[src/rtl/tps_pkg.sv]
`default_nettype none
package tps_pkg;

   localparam int SAMPLE_BITS    = 14;
   localparam int DELTA_BITS     = SAMPLE_BITS + 2;
   localparam int SUM_BITS       = 24;
   localparam int RISE_BITS      = 9;
   localparam int FLAT_BITS      = 8;
   localparam int GAIN_BITS      = 17;
   localparam int LEN_BITS       = 13;
   localparam int DIST_BITS      = 14;
   localparam int COUNT_BITS     = 12;
   localparam int SHAPED_BITS    = 16;
   localparam int FRAC_BITS      = 16;
   localparam int PROD_BITS      = SUM_BITS + GAIN_BITS + 1;
   localparam int Q_BITS         = PROD_BITS - FRAC_BITS;
   localparam int OUT_DEPTH      = 8;
   localparam int CSR_INDEX_BITS = 2;
   localparam int CSR_DATA_BITS  = 17;

   localparam logic [COUNT_BITS-1:0] MAX_COUNT = {COUNT_BITS{1'b1}};

   typedef enum logic [CSR_INDEX_BITS-1:0] {
      CSR_RISE_LEN  = 2'd0,
      CSR_FLAT_LEN  = 2'd1,
      CSR_NORM_GAIN = 2'd2
   } csr_index_type;

   typedef struct packed {
      logic [RISE_BITS-1:0] rise_len;
      logic [FLAT_BITS-1:0] flat_len;
      logic [GAIN_BITS-1:0] norm_gain;
   } tps_cfg_type;

   typedef struct packed {
      logic                  valid;
      logic                  first;
      logic                  last;
      logic [COUNT_BITS-1:0] idx;
   } tps_ctl_type;

   typedef struct packed {
      logic                          peak_valid;
      logic [COUNT_BITS-1:0]         peak_index;
      logic signed [SHAPED_BITS-1:0] peak_value;
      logic signed [SHAPED_BITS-1:0] shaped;
   } tps_rsp_type;

endpackage
`default_nettype wire

[src/rtl/tps_arith.sv]
`default_nettype none
module tps_arith import tps_pkg::*; (
   input  wire logic                          clock,
   input  wire logic                          reset,
   input  wire tps_ctl_type                   ctl,
   input  wire logic signed [SAMPLE_BITS-1:0] sample,
   input  wire logic signed [SAMPLE_BITS-1:0] tap_k,
   input  wire logic signed [SAMPLE_BITS-1:0] tap_kl,
   input  wire logic signed [SAMPLE_BITS-1:0] tap_2kl,
   input  wire logic [GAIN_BITS-1:0]          norm_gain,
   output logic                               push,
   output tps_rsp_type                        push_data
);

   logic signed [DELTA_BITS-1:0]  delta;
   logic signed [SUM_BITS-1:0]    sum_ff, sum_in;
   logic                          v2_ff, last2_ff, v3_ff, last3_ff;
   logic [COUNT_BITS-1:0]         idx2_ff, idx3_ff;
   logic signed [PROD_BITS-1:0]   prod_ff, prod_in;
   logic signed [Q_BITS-1:0]      q;
   logic signed [SHAPED_BITS-1:0] shaped;
   logic signed [SHAPED_BITS-1:0] peak_ff, peak_in;
   logic [COUNT_BITS-1:0]         pos_ff, pos_in;

   always_comb begin
      delta = DELTA_BITS'(sample) - DELTA_BITS'(tap_k) - DELTA_BITS'(tap_kl)
            + DELTA_BITS'(tap_2kl);
      sum_in = sum_ff;
      if (ctl.valid) begin
         sum_in = (ctl.first ? '0 : sum_ff) + SUM_BITS'(delta);
      end
      prod_in = sum_ff * $signed({1'b0, norm_gain});
   end

   // floor shift, then clamp to the output range
   always_comb begin
      q = prod_ff[PROD_BITS-1:FRAC_BITS];
      if (q > $signed(Q_BITS'(32767))) begin
         shaped = 16'sh7fff;
      end else if (q < $signed(-Q_BITS'(32768))) begin
         shaped = 16'sh8000;
      end else begin
         shaped = q[SHAPED_BITS-1:0];
      end
      peak_in = peak_ff;
      pos_in  = pos_ff;
      if (v3_ff && (idx3_ff == '0 || shaped > peak_ff)) begin
         peak_in = shaped;
         pos_in  = idx3_ff;
      end
      push                 = v3_ff;
      push_data.shaped     = shaped;
      push_data.peak_valid = last3_ff;
      push_data.peak_value = last3_ff ? peak_in : '0;
      push_data.peak_index = last3_ff ? pos_in : '0;
   end

   always_ff @(posedge clock) begin
      if (reset) begin
         sum_ff  <= '0;
         peak_ff <= '0;
         pos_ff  <= '0;
         v2_ff   <= 1'b0;
         v3_ff   <= 1'b0;
      end else begin
         sum_ff  <= sum_in;
         peak_ff <= peak_in;
         pos_ff  <= pos_in;
         v2_ff   <= ctl.valid;
         v3_ff   <= v2_ff;
      end
      last2_ff <= ctl.last;
      idx2_ff  <= ctl.idx;
      last3_ff <= last2_ff;
      idx3_ff  <= idx2_ff;
      prod_ff  <= prod_in;
   end

endmodule
`default_nettype wire

[config.mk]
export PLATFORM = sky130hd
export DESIGN_NAME = tps_arith
export DESIGN_NICKNAME = d
export VERILOG_FILES = /design/src/rtl/tps_pkg.sv /design/src/rtl/tps_arith.sv
export SDC_FILE = /design/constraint.sdc
export NUM_CORES = 1
export LEC_CHECK = 0
export BUFFER_PORTS_ARGS = -buffer_cell sky130_fd_sc_hd__buf_4
export CORE_ASPECT_RATIO = 0.75
export CORE_MARGIN = 2
export CORE_UTILIZATION = 30
export DETAILED_ROUTE_END_ITERATION = 12
export PLACE_DENSITY_LB_ADDON = 0.15
export SETUP_SLACK_MARGIN = 0.5
export SYNTH_ARGS = -nofsm -noshare
export SYNTH_HDL_FRONTEND = slang
export SYNTH_SLANG_ARGS = --single-unit
export TNS_END_PERCENT = 100
[constraint.sdc]
create_clock -name clock -period 7.9 [get_ports clock]
set_clock_uncertainty 0.15 [all_clocks]
set_input_delay 0.395 -clock clock [delete_from_list [all_inputs] [get_ports clock]]
set_output_delay 0.395 -clock clock [all_outputs]
set_load 0.01 [all_outputs]
==> summary.txt <==
Synthesis
  • Post-synthesis xor/xnor area fraction: 2.57%
  • Post-Synth Simple-Gate Area: 15.6%
  • Synth top area cells: fa_1 (41%), dfxtp_1 (10%), inv_1 (9.8%), ha_1 (9.3%), and2_1 (6.3%)
  • Cell with the most instances after synthesis: inv_1
  • Synth Flop Type: dfxtp_1
  • Synth warn: 0
  • Synth Area per Inst: 8.99 um2
  • Synth Area in Compound Gates: 8.60%
  • Mapped Cells: 2,307
  • Area leader, netlist: fa_1
  • Post-synth EDFFs: 0
  • Largest family of logic cells by synthesized area: adder cells
  • Sequential area share after synthesis: 10.2%
  • Post-synthesis mux area share: 0.724%
  • Async set-or-reset flop fraction in the synthesized netlist: 0%
  • Number of synthesized register bits: 106
  • Post-Syn Area: 20,700 um2
  • Most common library cells after synthesis: inv_1 (540), fa_1 (429), nand2_1 (230)
  • Unique masters post-synth: 67
  • Synth top area share: 41.4%
  • Synthesized Nets: 2,980
  • Post-synthesis adder-cell area fraction: 50.7%

Worst setup path
  • Critical path type: reg2reg
  • Crit path max fanout: 14
  • Setup crit end kind: flop
  • R2r setup slk: 1.03 ns
  • Critical R2R Launch: sum_ff[13]
  • Worst R2R Path Depth: 20
  • CP startpoint: sum_ff[13]
  • Data required, critical path: 8.02 ns
  • Startpoint types: flop
  • Worst setup endpoint: prod_ff[37]
  • Reg-to-Reg End: prod_ff[37]
  • Worst EP arrival: 6.99 ns

GRT
  • Gr ovfl total: 0
  • Tot GR Track Use: 15.8%
  • Initial antenna violation count: 0
  • First-pass GRT wire length: 88.8 mm
  • Pin count of the biggest net entering global routing: 63
  • Number of global-route vias before repair: 16,758

Die
  • Die X: 308 um
  • Initial Utilization: 30.3%
  • Core box area: 68,400 um2
  • Die area: 71,300 um2
  • Die height: 232 um
  • IO Pins: 136
  • Row cnt: 83

STA
  • Min Tclk post-route: 6.87 ns
  • Worst Tran Pin Value: 0.997 ns
  • Fin. max-slew vios: 0
  • Final hold violation count: 0
  • Count of endpoints failing setup in the final report: 0
  • Post-Route Setup TNS: 0 ns
  • F_max: 0.146 GHz
  • RSZ-0062 raised after global routing: no
  • Final setup margin: 1.03 ns
  • Final period util: 87.0%
  • Relative slew slack: 33.5%

Final layout
  • Layout Utilization: 33.7%
  • Layout area overhead: 11.2%
  • Fill count: 7,112
  • Fin nets: 3,058
  • Multi-input gate area: 16,200 um2
  • Reg area: 2120 um2
  • # diodes: 0
  • Layout cells sized above 1: 7.62%
  • Fin area: 23,100 um2

Clock tree
  • Clock slew at reported path FFs: 0.09 ns
  • Clock Sink Count: 106
  • H-tree depth: 3
  • CTS root buf: clkbuf_16
  • Num CTS Buffers: 9
  • PostCTS Resize Cnt: 0
  • Skew-Pair Late Insertion Delay: 0.40 ns
  • Clock buffer depth: 2
  • CTS tree: done

Outcome
  • Run status: finished clean

Hold path
  • Hold Crit Class: reg2reg

Place
  • IO Port Bufs: 135
  • RD Place Congestion: 0.846
  • Area after DPL: 22,600 um2
  • Post-DP HPWL: 43.4 mm
  • Worst slack, placed: 1.13 ns

Detailed routing
  • Routed len/inst: 16.0 um
  • Drt pass-1 iters: 5
  • DR vias: 14,999
  • Drt via density: 4.57
  • Post-route ant nets: 0
  • Remaining DRCs: 0
  • DR iter-0 viols: 602
  • DRT Wirelength: 52.5 mm

Job
  • Max Cap Violations: 0
==> cells by family after synthesis <==
kind of cell,Yosys count
xor gates and xnor gates,61
AOI/OAI and AO/OA,267
DFF,106
muxes,15
buffers and inverters,639
and+or+nand+nor,636
adders and majority gates,583
==> timing repair <==
item | 4_1_cts | 5_1_grt
endpoints found under the hold margin | 13 | 0
buffers inserted | 0 | 0
hold buffers | 13 | 0
==> routing by layer <==
layer | wire [um] | vias up | global-route usage [%]
met3 | 1660 | 47 | 1.76
met5 | 0 | - | 0
met1 | 25500 | 7620 | 22.0
met4 | 926 | 0 | 3.41
met2 | 24400 | 219 | 26.5
li1 | - | 7113 | -
==> worst min-delay path by stage <==
stage                from         end  slack (ns)  cells after the start
3_3_place_gp   idx2_ff[0]  idx3_ff[0]        0.16                      0
5_1_grt        idx2_ff[8]  idx3_ff[8]        0.18                      0
3_5_place_dp   idx2_ff[5]  idx3_ff[5]        0.16                      0
2_1_floorplan  idx2_ff[0]  idx3_ff[0]        0.16                      0
6_report       idx2_ff[8]  idx3_ff[8]        0.17                      0
4_1_cts        idx2_ff[8]  idx3_ff[8]        0.17                      0
==> metrics by stage <==
step	hold slack, ns	instances
after floorplan	0.160	2307
after global placement	0.160	3253
after detailed placement	0.162	3253
after CTS	0.174	3282
after global routing	0.180	3282
final	0.174	3282
==> cell usage in the layout (no fill, tap or decap), types with 5 or more instances in the layout <==
cell and instances:
inv_1 540, fa_1 429, nand2_1 230, and2_1 208, ha_1 154, buf_4 153
dfxtp_1 106, a21oi_1 79, nor2_1 60, xnor2_1 49, nand3_1 38, o21ai_1 37
a21boi_1 29, o21a_1 28, nor2b_1 28, a21o_1 24, nor3_1 15, mux2i_1 15
nand4_1 13, dlygate4sd3_1 13, xor2_1 12, clkbuf_16 9, o21ai_0 8, o21bai_1 7
o31ai_1 7, nand2b_1 7, nor3b_1 7, a211oi_1 7, and3_1 6, a31oi_1 5
==> sequential cells by signal, indices dropped and copies added, names as in the netlist <==
signal    cells
idx2_ff      12
idx3_ff      12
last2_ff      1
last3_ff      1
peak_ff      16
pos_ff       12
prod_ff      26
push          1
sum_ff       24
v2_ff         1
==> critical path: stages, from the launching register on <==
cell and delay (ns):
dfxtp_1 0.88, nand2_1 0.18, fa_1 0.57, fa_1 0.54, fa_1 0.52, inv_1 0.05, fa_1 0.44, fa_1 0.51
inv_1 0.05, fa_1 0.47, inv_1 0.04, ha_1 0.32, nand3_1 0.11, nor2_1 0.16, a31oi_1 0.15, a21boi_2 0.38
a311o_1 0.39, nand2_1 0.17, o31ai_1 0.37, a21oi_1 0.13, xnor2_1 0.13
==> final cells by class <==
class,count,share of cell area [%]
clock buffers,9,0.976
clock inverters,7,0.363
inverters,540,8.79
multi-input cells,1562,70.3
flip-flops and latches,106,9.20
well taps,892,4.84
repair buffers,166,5.54
Power is not shown: default switching activity piles up to over one toggle a cycle in this logic, so the estimate is an artifact.
