### src/rtl/tps_pkg.sv
`default_nettype none
package tps_pkg;

   localparam int SAMPLE_BITS    = 14;
   localparam int DELTA_BITS     = SAMPLE_BITS + 2;
   localparam int SUM_BITS       = 24;
   localparam int RISE_BITS      = 9;
   localparam int FLAT_BITS      = 8;
   localparam int GAIN_BITS      = 17;
   localparam int LEN_BITS       = 13;
   localparam int DIST_BITS      = 14;
   localparam int COUNT_BITS     = 12;
   localparam int SHAPED_BITS    = 16;
   localparam int FRAC_BITS      = 16;
   localparam int PROD_BITS      = SUM_BITS + GAIN_BITS + 1;
   localparam int Q_BITS         = PROD_BITS - FRAC_BITS;
   localparam int OUT_DEPTH      = 8;
   localparam int CSR_INDEX_BITS = 2;
   localparam int CSR_DATA_BITS  = 17;

   localparam logic [COUNT_BITS-1:0] MAX_COUNT = {COUNT_BITS{1'b1}};

   typedef enum logic [CSR_INDEX_BITS-1:0] {
      CSR_RISE_LEN  = 2'd0,
      CSR_FLAT_LEN  = 2'd1,
      CSR_NORM_GAIN = 2'd2
   } csr_index_type;

   typedef struct packed {
      logic [RISE_BITS-1:0] rise_len;
      logic [FLAT_BITS-1:0] flat_len;
      logic [GAIN_BITS-1:0] norm_gain;
   } tps_cfg_type;

   typedef struct packed {
      logic                  valid;
      logic                  first;
      logic                  last;
      logic [COUNT_BITS-1:0] idx;
   } tps_ctl_type;

   typedef struct packed {
      logic                          peak_valid;
      logic [COUNT_BITS-1:0]         peak_index;
      logic signed [SHAPED_BITS-1:0] peak_value;
      logic signed [SHAPED_BITS-1:0] shaped;
   } tps_rsp_type;

endpackage
`default_nettype wire

### src/rtl/tps_out_fifo.sv
`default_nettype none
module tps_out_fifo import tps_pkg::*; (
   input  wire logic        clock,
   input  wire logic        reset,
   input  wire logic        push,
   input  wire tps_rsp_type push_data,
   input  wire logic        pop,
   output logic             out_valid,
   output tps_rsp_type      out_data
);

   localparam int PTR_BITS = $clog2(OUT_DEPTH);
   localparam int CNT_BITS = $clog2(OUT_DEPTH + 1);

   tps_rsp_type         entry_ff [OUT_DEPTH];
   logic [PTR_BITS-1:0] wr_ptr_ff, rd_ptr_ff;
   logic [CNT_BITS-1:0] count_ff;

   always_ff @(posedge clock) begin
      if (reset) begin
         wr_ptr_ff <= '0;
         rd_ptr_ff <= '0;
         count_ff  <= '0;
      end else begin
         if (push) begin
            wr_ptr_ff <= wr_ptr_ff + PTR_BITS'(1);
         end
         if (pop) begin
            rd_ptr_ff <= rd_ptr_ff + PTR_BITS'(1);
         end
         count_ff <= count_ff + CNT_BITS'(push) - CNT_BITS'(pop);
      end
      if (push) begin
         entry_ff[wr_ptr_ff] <= push_data;
      end
   end

   assign out_valid = (count_ff != '0);
   assign out_data  = entry_ff[rd_ptr_ff];

endmodule
`default_nettype wire

### config.mk
export PLATFORM = sky130hd
export DESIGN_NAME = tps_out_fifo
export DESIGN_NICKNAME = d
export VERILOG_FILES = /design/src/rtl/tps_pkg.sv /design/src/rtl/tps_out_fifo.sv
export SDC_FILE = /design/constraint.sdc
export NUM_CORES = 1
export LEC_CHECK = 0
export ABC_CLOCK_PERIOD_IN_PS = 6300
export BUFFER_PORTS_ARGS = -buffer_cell sky130_fd_sc_hd__buf_4
export CAP_MARGIN = 20
export CORE_MARGIN = 10
export CORE_UTILIZATION = 35
export CTS_CLUSTER_DIAMETER = 100
export DETAILED_ROUTE_END_ITERATION = 8
export GPL_ROUTABILITY_DRIVEN = 1
export HOLD_SLACK_MARGIN = 0.03
export SETUP_SLACK_MARGIN = 0.1
export SYNTH_ARGS = -nofsm -noshare
export SYNTH_HDL_FRONTEND = slang
export SYNTH_SLANG_ARGS = --single-unit
### constraint.sdc
create_clock -name clock -period 6.3 [get_ports clock]
set_input_delay 1.575 -clock clock [delete_from_list [all_inputs] [get_ports clock]]
set_output_delay 1.575 -clock clock [all_outputs]
set_load 0.02 [all_outputs]
==> metrics, run 1 <==
Finished Cell Area=roughly 17000 sq um; WHS Path Cells=2; Initial Util=35.41%; hold buffer count at CTS=0; Top FF cell, synth=edfxtp_1; Global Route Usage Sum=11.66%; Remaining DRCs=0; Post-synth EDFFs=360; Inserted Clock Buffers=40; Post-Syn Area=14460 sq um; post-synthesis instance total=588; Req. time, crit path=4720 ps; GPL Wtd Cong=0.6550; Hold Fails Final Rpt=0; Leak=5.614 nW; core box area=a little over 40000 sq um; reg-to-reg slack, setup=3960 ps; sequential share of the synthesized area=about three quarters; Crit Path Category=reg -> out; Boundary Pins=between 90 and 100; via count=6278; Die H=223.3 um; die width=223.3 um; FFs w/ async S/R, synth=0%; VDD IR max=roughly 0.25 mV; Layout Cells excl Fill=1271; Clk pin slew, worst setup/hold paths=60 ps; Critical Path AT=2950 ps; hold path startpoint=rd_ptr_ff[2]; Worst Hold Path EP=rd_ptr_ff[2]; RSZ-0062 raised after global routing=false; relative slew slack=between 30% and 40%; DRT antenna net count=0; Remaining Overflow, GRT=0; Placed Instances=1199; Hold Path Class=reg -> reg; CTS sink cnt=373; post-synthesis register bit count=373; Power Density=328.2 nW/um^2; hpwl dp=15090 um; Setup crit start kind=flop; Detailed Routing Iterations Pass 1=4; row count=74; Util after Layout=between 40% and 50%; Warnings, synthesis=0; per-cell routed wire length=approximately 23 um; DP Area=roughly 16000 sq um; PostCTS Resize Cnt=0; # setup viols final=0; largest fanout on the critical path=48; post-CTS setup repair buffer count=0; synth unique cells=22; Mapped Nets=roughly 650; CTS tree=built; clk_lat worst skew=about 550 ps; max-slew violations=0; Routed Wire Length=29150 um; endpoint class of the critical path=primary output; Iteration-0 DRC Markers=about 290; global-route wire length before repair=43620 um; Avg Cell Area, Syn=24.59 sq um; Worst Reg-to-Reg Cells=3; Design Power=5.611 mW; fmax=220.9 MHz; PortBufs=94; number of nets in the layout=roughly 770; largest net degree at the start of global routing=69; vias in the first global route=a little under 7000; outcome=complete, no violations; clock tree buffer depth=3; Post-Route Setup TNS=0 ps; Post-Route Skew=22.31 ps; Final Critical Period=4527 ps; initial antenna violation count=2; Max Cap Violations=0; H-tree depth=2; reg2reg start=wr_ptr_ff[0]; r2r endpoint=entry_ff[1][39]; Worst Tran Pin Value=974.4 ps; Period Utilization, post-route=a little under three quarters; die footprint=49850 sq um; area delta synth->final=18.24%; share of cells above drive strength 1=29.81%; Via density=about 4.9; clock root buffer=clkbuf_16
-- routing by layer --
| layer | GRT usage [%] | vias up | routed length [um] |
|---|---|---|---|
| li1 | - | 2804 | - |
| met1 | 14.75 | 3318 | 12880 |
| met2 | 19.12 | 115 | 14270 |
| met3 | 3.622 | 39 | 1498 |
| met4 | 2.921 | 2 | 490 |
| met5 | 0 | - | 13 |
-- where the power goes --
group | leakage [nW] | internal, mW | total, mW | switching (mW)
Combinational | 1.61 | 0.242 | 0.499 | 0.257
Clock | 0.625 | 1.36 | 2.28 | 0.921
Sequential | 3.38 | 2.79 | 2.84 | 0.0408
-- cell families after synthesis --
| kind of cell | Yosys count | synth area share (%) |
|---|---|---|
| compound gates | 3 | 0.1298 |
| fa+ha+maj | 8 | 0.7441 |
| simple gates | 29 | 0.8739 |
| buf+inv | 33 | 1.393 |
| mux | 137 | 20.00 |
| flops | 373 | 76.56 |
| xor+xnor | 5 | 0.3029 |
-- cell usage after synthesis, types with 4 or more instances --
| cell type | instances | area share (%) |
|---|---|---|
| buf_6 | 10 | 0.78 |
| buf_1 | 7 | 0.18 |
| inv_1 | 7 | 0.18 |
| nand2_1 | 4 | 0.10 |
| mux4_1 | 90 | 16 |
| nor2_1 | 16 | 0.42 |
| edfxtp_1 | 360 | 75 |
| mux2_2 | 45 | 3.5 |
| dfxtp_1 | 13 | 1.8 |
| nand2b_1 | 4 | 0.17 |
| ha_1 | 7 | 0.61 |
| clkbuf_1 | 7 | 0.18 |
-- critical path: stages, from the launching register on --
cell and delay (ps):
dfxtp_4 850, buf_12 400, mux4_1 600, mux2_2 310
buf_4 170
-- how the worst max path moves through the flow --
stage / endpoint
final: out_data[36]
after global routing: out_data[38]
after CTS: out_data[36]
after detailed placement: out_data[36]
after global placement: out_data[38]
after floorplan: entry_ff[0][0]
-- cell type report --
| cell class | instances | area, sq um |
|---|---|---|
| Fill cell | 3538 | 23730 |
| Sequential cell | 373 | 11080 |
| Multi-Input combinational cell | 182 | 3243 |
| Clock buffer | 47 | 1049 |
| Timing Repair Buffer | 105 | 800.8 |
| Tap cell | 532 | 665.6 |
| Clock inverter | 24 | 231.5 |
| Inverter | 7 | 26.28 |
| Antenna cell | 1 | 2.502 |
-- registers in the layout (all words and copies together), names as in the netlist, named ones only --
register and flops:
count_ff 4, rd_ptr_ff 3, entry_ff 360, wr_ptr_ff 3
-- per-stage QoR --
step	hold slack [ps]	setup slack [ps]
floorplan	484.7	1050
CTS	526.7	1686
global placement	498.9	2283
finish	520.0	1773
detailed placement	508.7	2288
global route	551.3	1619
-- cells in the final DEF, fill, tap and decap left out --
cell type / netlist / routed
clkinv_2: 0 / 7
clkinvlp_4: 0 / 2
dfxtp_4: 0 / 2
diode_2: 0 / 1
inv_6: 0 / 3
nor2_4: 0 / 6
nor2_1: 16 / 10
clkinv_4: 0 / 1
clkbuf_16: 0 / 41
mux4_1: 90 / 90
a31o_2: 1 / 1
nand3_1: 2 / 2
xnor2_1: 2 / 2
nor2b_1: 1 / 1
clkbuf_1: 7 / 6
mux2i_1: 2 / 2
bufinv_16: 0 / 4
dfxtp_2: 0 / 1
nor3_2: 0 / 2
fa_1: 1 / 1
nand2_1: 4 / 4
nand2b_1: 4 / 4
dfxtp_1: 13 / 10
mux2_2: 45 / 45
clkinv_1: 0 / 7
inv_1: 7 / 7
ha_1: 7 / 7
edfxtp_1: 360 / 360
xor2_1: 3 / 3
a21oi_1: 2 / 2
buf_12: 0 / 1
buf_4: 0 / 104
Power figures use the tool's default switching activity.
==> inputs of run 2 (changes only) <==
--- a/config.mk
+++ b/config.mk
@@ -5,7 +5,7 @@
 export SDC_FILE = /design/constraint.sdc
 export NUM_CORES = 1
 export LEC_CHECK = 0
-export ABC_CLOCK_PERIOD_IN_PS = 6300
+export ABC_CLOCK_PERIOD_IN_PS = 4560
 export BUFFER_PORTS_ARGS = -buffer_cell sky130_fd_sc_hd__buf_4
 export CAP_MARGIN = 20
 export CORE_MARGIN = 10
==> constraint.sdc (replaced) <==
create_clock -name clock -period 4.56 [get_ports clock]
set_input_delay 1.14 -clock clock [delete_from_list [all_inputs] [get_ports clock]]
set_output_delay 1.14 -clock clock [all_outputs]
set_load 0.02 [all_outputs]
==> run 2 against run 1 <==
Critical path depth did not move; cell count grew 0.39%; hold slack gained 23 ps.
==> metrics, run 2 (synthesis gave the netlist of run 1 again) <==
CP dominant cell by count=buf_4; initial antenna violation count=1; Max Cap Violations=0; Hold Fails Final Rpt=0; Req. time, crit path=3420 ps; Inserted Clock Buffers=40; largest net degree at the start of global routing=between 50 and 60; clock root buffer=clkbuf_16; clock tree buffer depth=3; commonest non-fill, non-tap cells in the layout=360 x edfxtp_1, 99 x buf_4, 90 x mux4_1; CP max stage cell=mux4_1; number of flip-flops in the largest register=360; Remaining DRCs=0; max-slew violations=0; CP top delay family=multiplexers; via count=6334; vias in the first global route=6782; stages on the worst setup path=4; CTS sink cnt=373; core box area=40830 sq um; r2r endpoint=entry_ff[2][35]; largest reg by FF count=entry_ff; Hold Path Class=reg -> reg; row count=74; Global Route Usage Sum=11.49%; Largest regs=entry_ff x360, count_ff x4; number of nets in the layout=769; GPL Wtd Cong=0.6550; hold buffer count at CTS=0; outcome=complete, no violations; GR Layer Usage met1=between 10% and 20%; WHS Path Cells=2; Detailed Routing Iterations Pass 1=4; Remaining Overflow, GRT=0; Critical path destination=out_data[6]; hpwl dp=roughly 16000 um; GR peak layer=met2; DP Area=15950 sq um; met2 usage=18.58%; clk_lat worst skew=530 ps; Die H=223.3 um; Crit Path Category=reg -> out; Period Utilization, post-route=80.50%; fmax=approximately 270 MHz; slowest stage delay, CP=640 ps; per-cell routed wire length=roughly 23 um; CP Cell Sequence=buf_4 -> mux4_1 -> mux2_2 -> buf_4; reg2reg start=wr_ptr_ff[1]; post-CTS setup repair buffer count=0; Final Critical Period=3671 ps; Worst Path Buf+Inv=2; PostCTS Resize Cnt=0; Finished Cell Area=about 17000 sq um; met3 Usage GRT=2.615%; largest fanout on the critical path=34; Clk pin slew, worst setup/hold paths=approximately 60 ps; Post-Route Setup TNS=0 ps; Initial Util=35.41%; Via density=4.964; die footprint=49850 sq um; DRT antenna net count=0; Critical Path AT=~2500 ps; PortBufs=94; Worst Reg-to-Reg Cells=3; CTS tree=built; Boundary Pins=95; H-tree depth=2; endpoint class of the critical path=primary output; relative slew slack=40.40%; area delta synth->final=19.14%; Diodes inserted=0; Power Density=around 450 nW/um^2; Post-Route Skew=roughly 17 ps; RSZ-0062 raised after global routing=false; share of cells above drive strength 1=29.57%; reg-to-reg slack, setup=2490 ps; most common cell after layout, fill and taps aside=edfxtp_1; Routed Wire Length=29100 um; Worst Tran Pin Value=around 890 ps; VDD IR max=around 0.22 mV; Iteration-0 DRC Markers=305; die width=223.3 um; Setup crit start kind=flop; global-route wire length before repair=43760 um; Leak=5.653 nW; # setup viols final=0
==> run 2: cell type report <==
type                    count  area (sq um)
clock inverters            24         196.4
clock buffers              50          1081
fillers                  3500         23600
inverters                   7         26.28
repair buffers            108         923.4
well taps                 532         665.6
flip-flops and latches    373         11080
multi-input cells         182          3256
==> run 2: per-stage QoR <==
step	total power, mW	util [%]	std cells	worst slack, ps	hold WS (ps)
after CTS	7.846	42.19	1276	844.4	546.0
after floorplan	4.407	-	588	952.2	484.7
after detailed placement	4.717	39.06	1202	1419	528.4
after global routing	8.027	42.19	1276	789.9	584.2
after global placement	4.705	39.06	1202	1429	515.1
final	7.727	42.19	1276	889.2	542.9
==> run 2: worst min path at each step <==
stage,startpoint,to,slack (ps)
6_report,rd_ptr_ff[2],flop,540
5_1_grt,rd_ptr_ff[2],rd_ptr_ff[2],580
4_1_cts,wr_ptr_ff[2],wr_ptr_ff[2],550
3_5_place_dp,wr_ptr_ff[2],wr_ptr_ff[2],530
3_3_place_gp,wr_ptr_ff[2],wr_ptr_ff[2],520
2_1_floorplan,rd_ptr_ff[2],flop,480
==> run 2: worst reg2reg max path, delay by kind of cell, from the launching register on <==
kind	cells	cell delay [ps]
flip-flops	1	510
buffers and inverters	1	330
AND/OR/NAND/NOR	2	920
==> run 2: power breakdown <==
part	internal [mW]	switching [mW]
Combinational	0.343	0.384
Clock	1.85	1.25
Sequential	3.86	0.0376
==> run 2: metal layers <==
layer  vias up  part of all wire, %
li1       2825                    -
met1      3334                   46
met5         -                0.069
met3        49                  4.2
met4         2                  1.8
met2       124                   48
==> inputs of run 3 (changes only) <==
--- a/config.mk
+++ b/config.mk
@@ -5,7 +5,8 @@
 export SDC_FILE = /design/constraint.sdc
 export NUM_CORES = 1
 export LEC_CHECK = 0
-export ABC_CLOCK_PERIOD_IN_PS = 4560
+export ABC_AREA = 1
+export ABC_CLOCK_PERIOD_IN_PS = 3000
 export BUFFER_PORTS_ARGS = -buffer_cell sky130_fd_sc_hd__buf_4
 export CAP_MARGIN = 20
 export CORE_MARGIN = 10
==> constraint.sdc (replaced) <==
create_clock -name clock -period 3 [get_ports clock]
set_input_delay 0.75 -clock clock [delete_from_list [all_inputs] [get_ports clock]]
set_output_delay 0.75 -clock clock [all_outputs]
set_load 0.02 [all_outputs]
==> run 3 against run 2 <==
Combinational power grew to 2.5 times the previous value; clock power grew 61%; area after synthesis grew 21%; highest routed layer unchanged; synthesized cell count grew to 2.8 times the previous value; hold slack lost 130 ps; sequential share of layout area shrank 11 points; clock skew grew 1.6 ps; worst setup slack lost 690 ps; largest power group unchanged; core utilization shrank 0.28 points.
==> metrics, run 3 <==
reg-to-reg slack, setup=1280 ps; CP dominant cell by count=nand2_1; die footprint=59450 sq um; Final Critical Period=2799 ps; RSZ-0062 raised after global routing=false; number of nets in the layout=1804; Worst Tran Pin Value=756.5 ps; GR peak layer=met2; hold buffer count at CTS=0; Remaining Overflow, GRT=0; sequential share of the synthesized area=63.14%; Iteration-0 DRC Markers=573; Leak=9.364 nW; CTS sink cnt=~370; Max Cap Violations=0; Remaining DRCs=0; CP top delay family=buffers and inverters; Setup crit start kind=flop; Routed Wire Length=between 40000 and 50000 um; top-area cell type share of the netlist area=61.65%; largest fanout on the critical path=90; Hold Fails Final Rpt=0; H-tree depth=2; area delta synth->final=17.74%; Avg Cell Area, Syn=roughly 11 sq um; CP max stage cell=buf_16; Req. time, crit path=between 2000 and 2500 ps; commonest non-fill, non-tap cells in the layout=505 x nand2_1, 374 x inv_1, 360 x edfxtp_1; GPL Wtd Cong=0.7265; GR Layer Usage met1=between 15 and 20%; Global Route Usage Sum=13.68%; Top FF cell, synth=edfxtp_1; Util after Layout=41.91%; Via density=4.398; relative slew slack=49.57%; # setup viols final=0; post-synthesis instance total=1633; number of flip-flops in the largest register=360; largest net degree at the start of global routing=91; vias in the first global route=10760; max-slew violations=0; outcome=complete, no violations; Die H=243.8 um; slack of the critical path=201.1 ps; PortBufs=between 90 and 100; Detailed Routing Iterations Pass 1=5; most numerous cell in the Yosys netlist=nand2_1; CP Cell Sequence=buf_16 -> nand3_1 -> nand2_1 -> nand2_1 -> nand2_1 -> buf_4; dpl ws=487.0 ps; Clk pin slew, worst setup/hold paths=roughly 60 ps; share of cells above drive strength 1=21.85%; Crit Path Category=reg -> out; via count=around 11000; Boundary Pins=95; Post-Route Skew=18.87 ps; clock root buffer=clkbuf_16; row count=81; VDD IR max=0.4168 mV; synth unique cells=23; Hold Path Class=in -> reg; initial antenna violation count=5; slowest stage delay, CP=roughly 410 ps; hpwl dp=21460 um; endpoint class of the critical path=primary output; Period Utilization, post-route=93.30%; most common cell after layout, fill and taps aside=nand2_1; Worst Path Buf+Inv=2; post-synthesis register bit count=373; DRT antenna net count=0; global-route wire length before repair=62890 um; leading area contributor after synthesis=edfxtp_1; synth top area cells=edfxtp_1 62%, nand2_1 11%, inv_1 8.0%; Post-Syn Area=17530 sq um; clock tree buffer depth=3; largest reg by FF count=entry_ff; Critical Path AT=a little over 2000 ps; Post-synth EDFFs=360; met2 usage=23.38%; clk_lat worst skew=570 ps; FFs w/ async S/R, synth=0%; Inserted Clock Buffers=42; core box area=a little under 50000 sq um; Warnings, synthesis=0; CTS tree=built; Power Density=616.0 nW/um^2; Largest regs=entry_ff x360, count_ff x4; die width=243.8 um; met3 Usage GRT=2.943%; synth cell count leaders=506 x nand2_1, 375 x inv_1, 360 x edfxtp_1; Initial Util=35.60%; fmax=roughly 360 MHz; Mapped Nets=1690; per-cell routed wire length=16.91 um
==> run 3: cell count changes in the layout (fill, tap and decap cells not counted), sizes merged, moves of 3 or more <==
cell    previous run  this run
nand2b             4         0
clkbuf            50        59
clkinv            20        17
nand2              4       596
o21ai              0         3
nand3              2       183
mux2              45         0
a21oi              2         6
buf              108       132
mux4              90         0
inv                8       378
==> run 3: worst register-to-register path, cell delays in order (launching register included) <==
cell and delay (ps):
dfxtp_1 330, or2_1 390, nor2_4 150, buf_4 470
==> run 3: metrics by stage <==
step | cell area [sq um] | instances | TNS (ps) | power (mW) | hold WS (ps)
6_report | 20640 | 2445 | 0 | 12.72 | 414.2
5_1_grt | 20640 | 2445 | 0 | 13.27 | 396.5
4_1_cts | 20560 | 2441 | 0 | 12.86 | 375.1
3_5_place_dp | 19040 | 2357 | 0 | 7.744 | 495.1
3_3_place_gp | 19040 | 2357 | 0 | 7.711 | 482.7
2_1_floorplan | 17540 | 1633 | -72730 | 7.176 | 463.0
==> run 3: what timing repair did <==
| action | in CTS | in global routing |
|---|---|---|
| endpoints found under the hold margin | 0 | 0 |
| endpoints found under the setup margin | 45 | 40 |
| cloned | 5 | 2 |
| resized for setup | 4 | 7 |
| setup buffers | 2 | 1 |
==> run 3: final cells by class <==
class	instances	area, sq um
fillers	4708	28610
flip-flops and latches	373	11080
multi-input cells	816	4584
inverters	377	1446
repair buffers	135	1323
clock buffers	57	1149
well taps	664	830.8
clock inverters	20	193.9
repair inverters	2	36.28
diodes	1	2.502
==> run 3: cells by family after synthesis <==
group	count (synthesis)	share of synthesized area [%]
AOI/OAI and AO/OA	9	0.2569
xor gates and xnor gates	2	0.09992
adders and majority gates	8	0.6137
buffers and inverters	444	11.07
DFF	373	63.14
and+or+nand+nor	797	24.82
==> run 3: worst paths after layout <==
check	start	to	depth (start not counted)
worst max-delay path	flop	out_data[33]	6
worst min-delay path	push_data[11]	entry_ff[1][11]	1
worst max register to register	wr_ptr_ff[0]	entry_ff[0][27]	3
worst min register to register	wr_ptr_ff[0]	wr_ptr_ff[0]	2
==> run 3: layer usage <==
layer  vias up  share of wire, %
met3        82               4.9
met1      5158                44
met4         8               2.5
li1       5297                 -
met2       208                48
met5         -              0.14
==> run 3: power by group <==
group / total [mW] / internal [mW] / switching [mW]
sequential: 5.89 / 5.85 / 0.0375
combinational: 1.83 / 0.652 / 1.18
clock: 5.00 / 2.95 / 2.05
total: 12.7 / 9.45 / 3.26
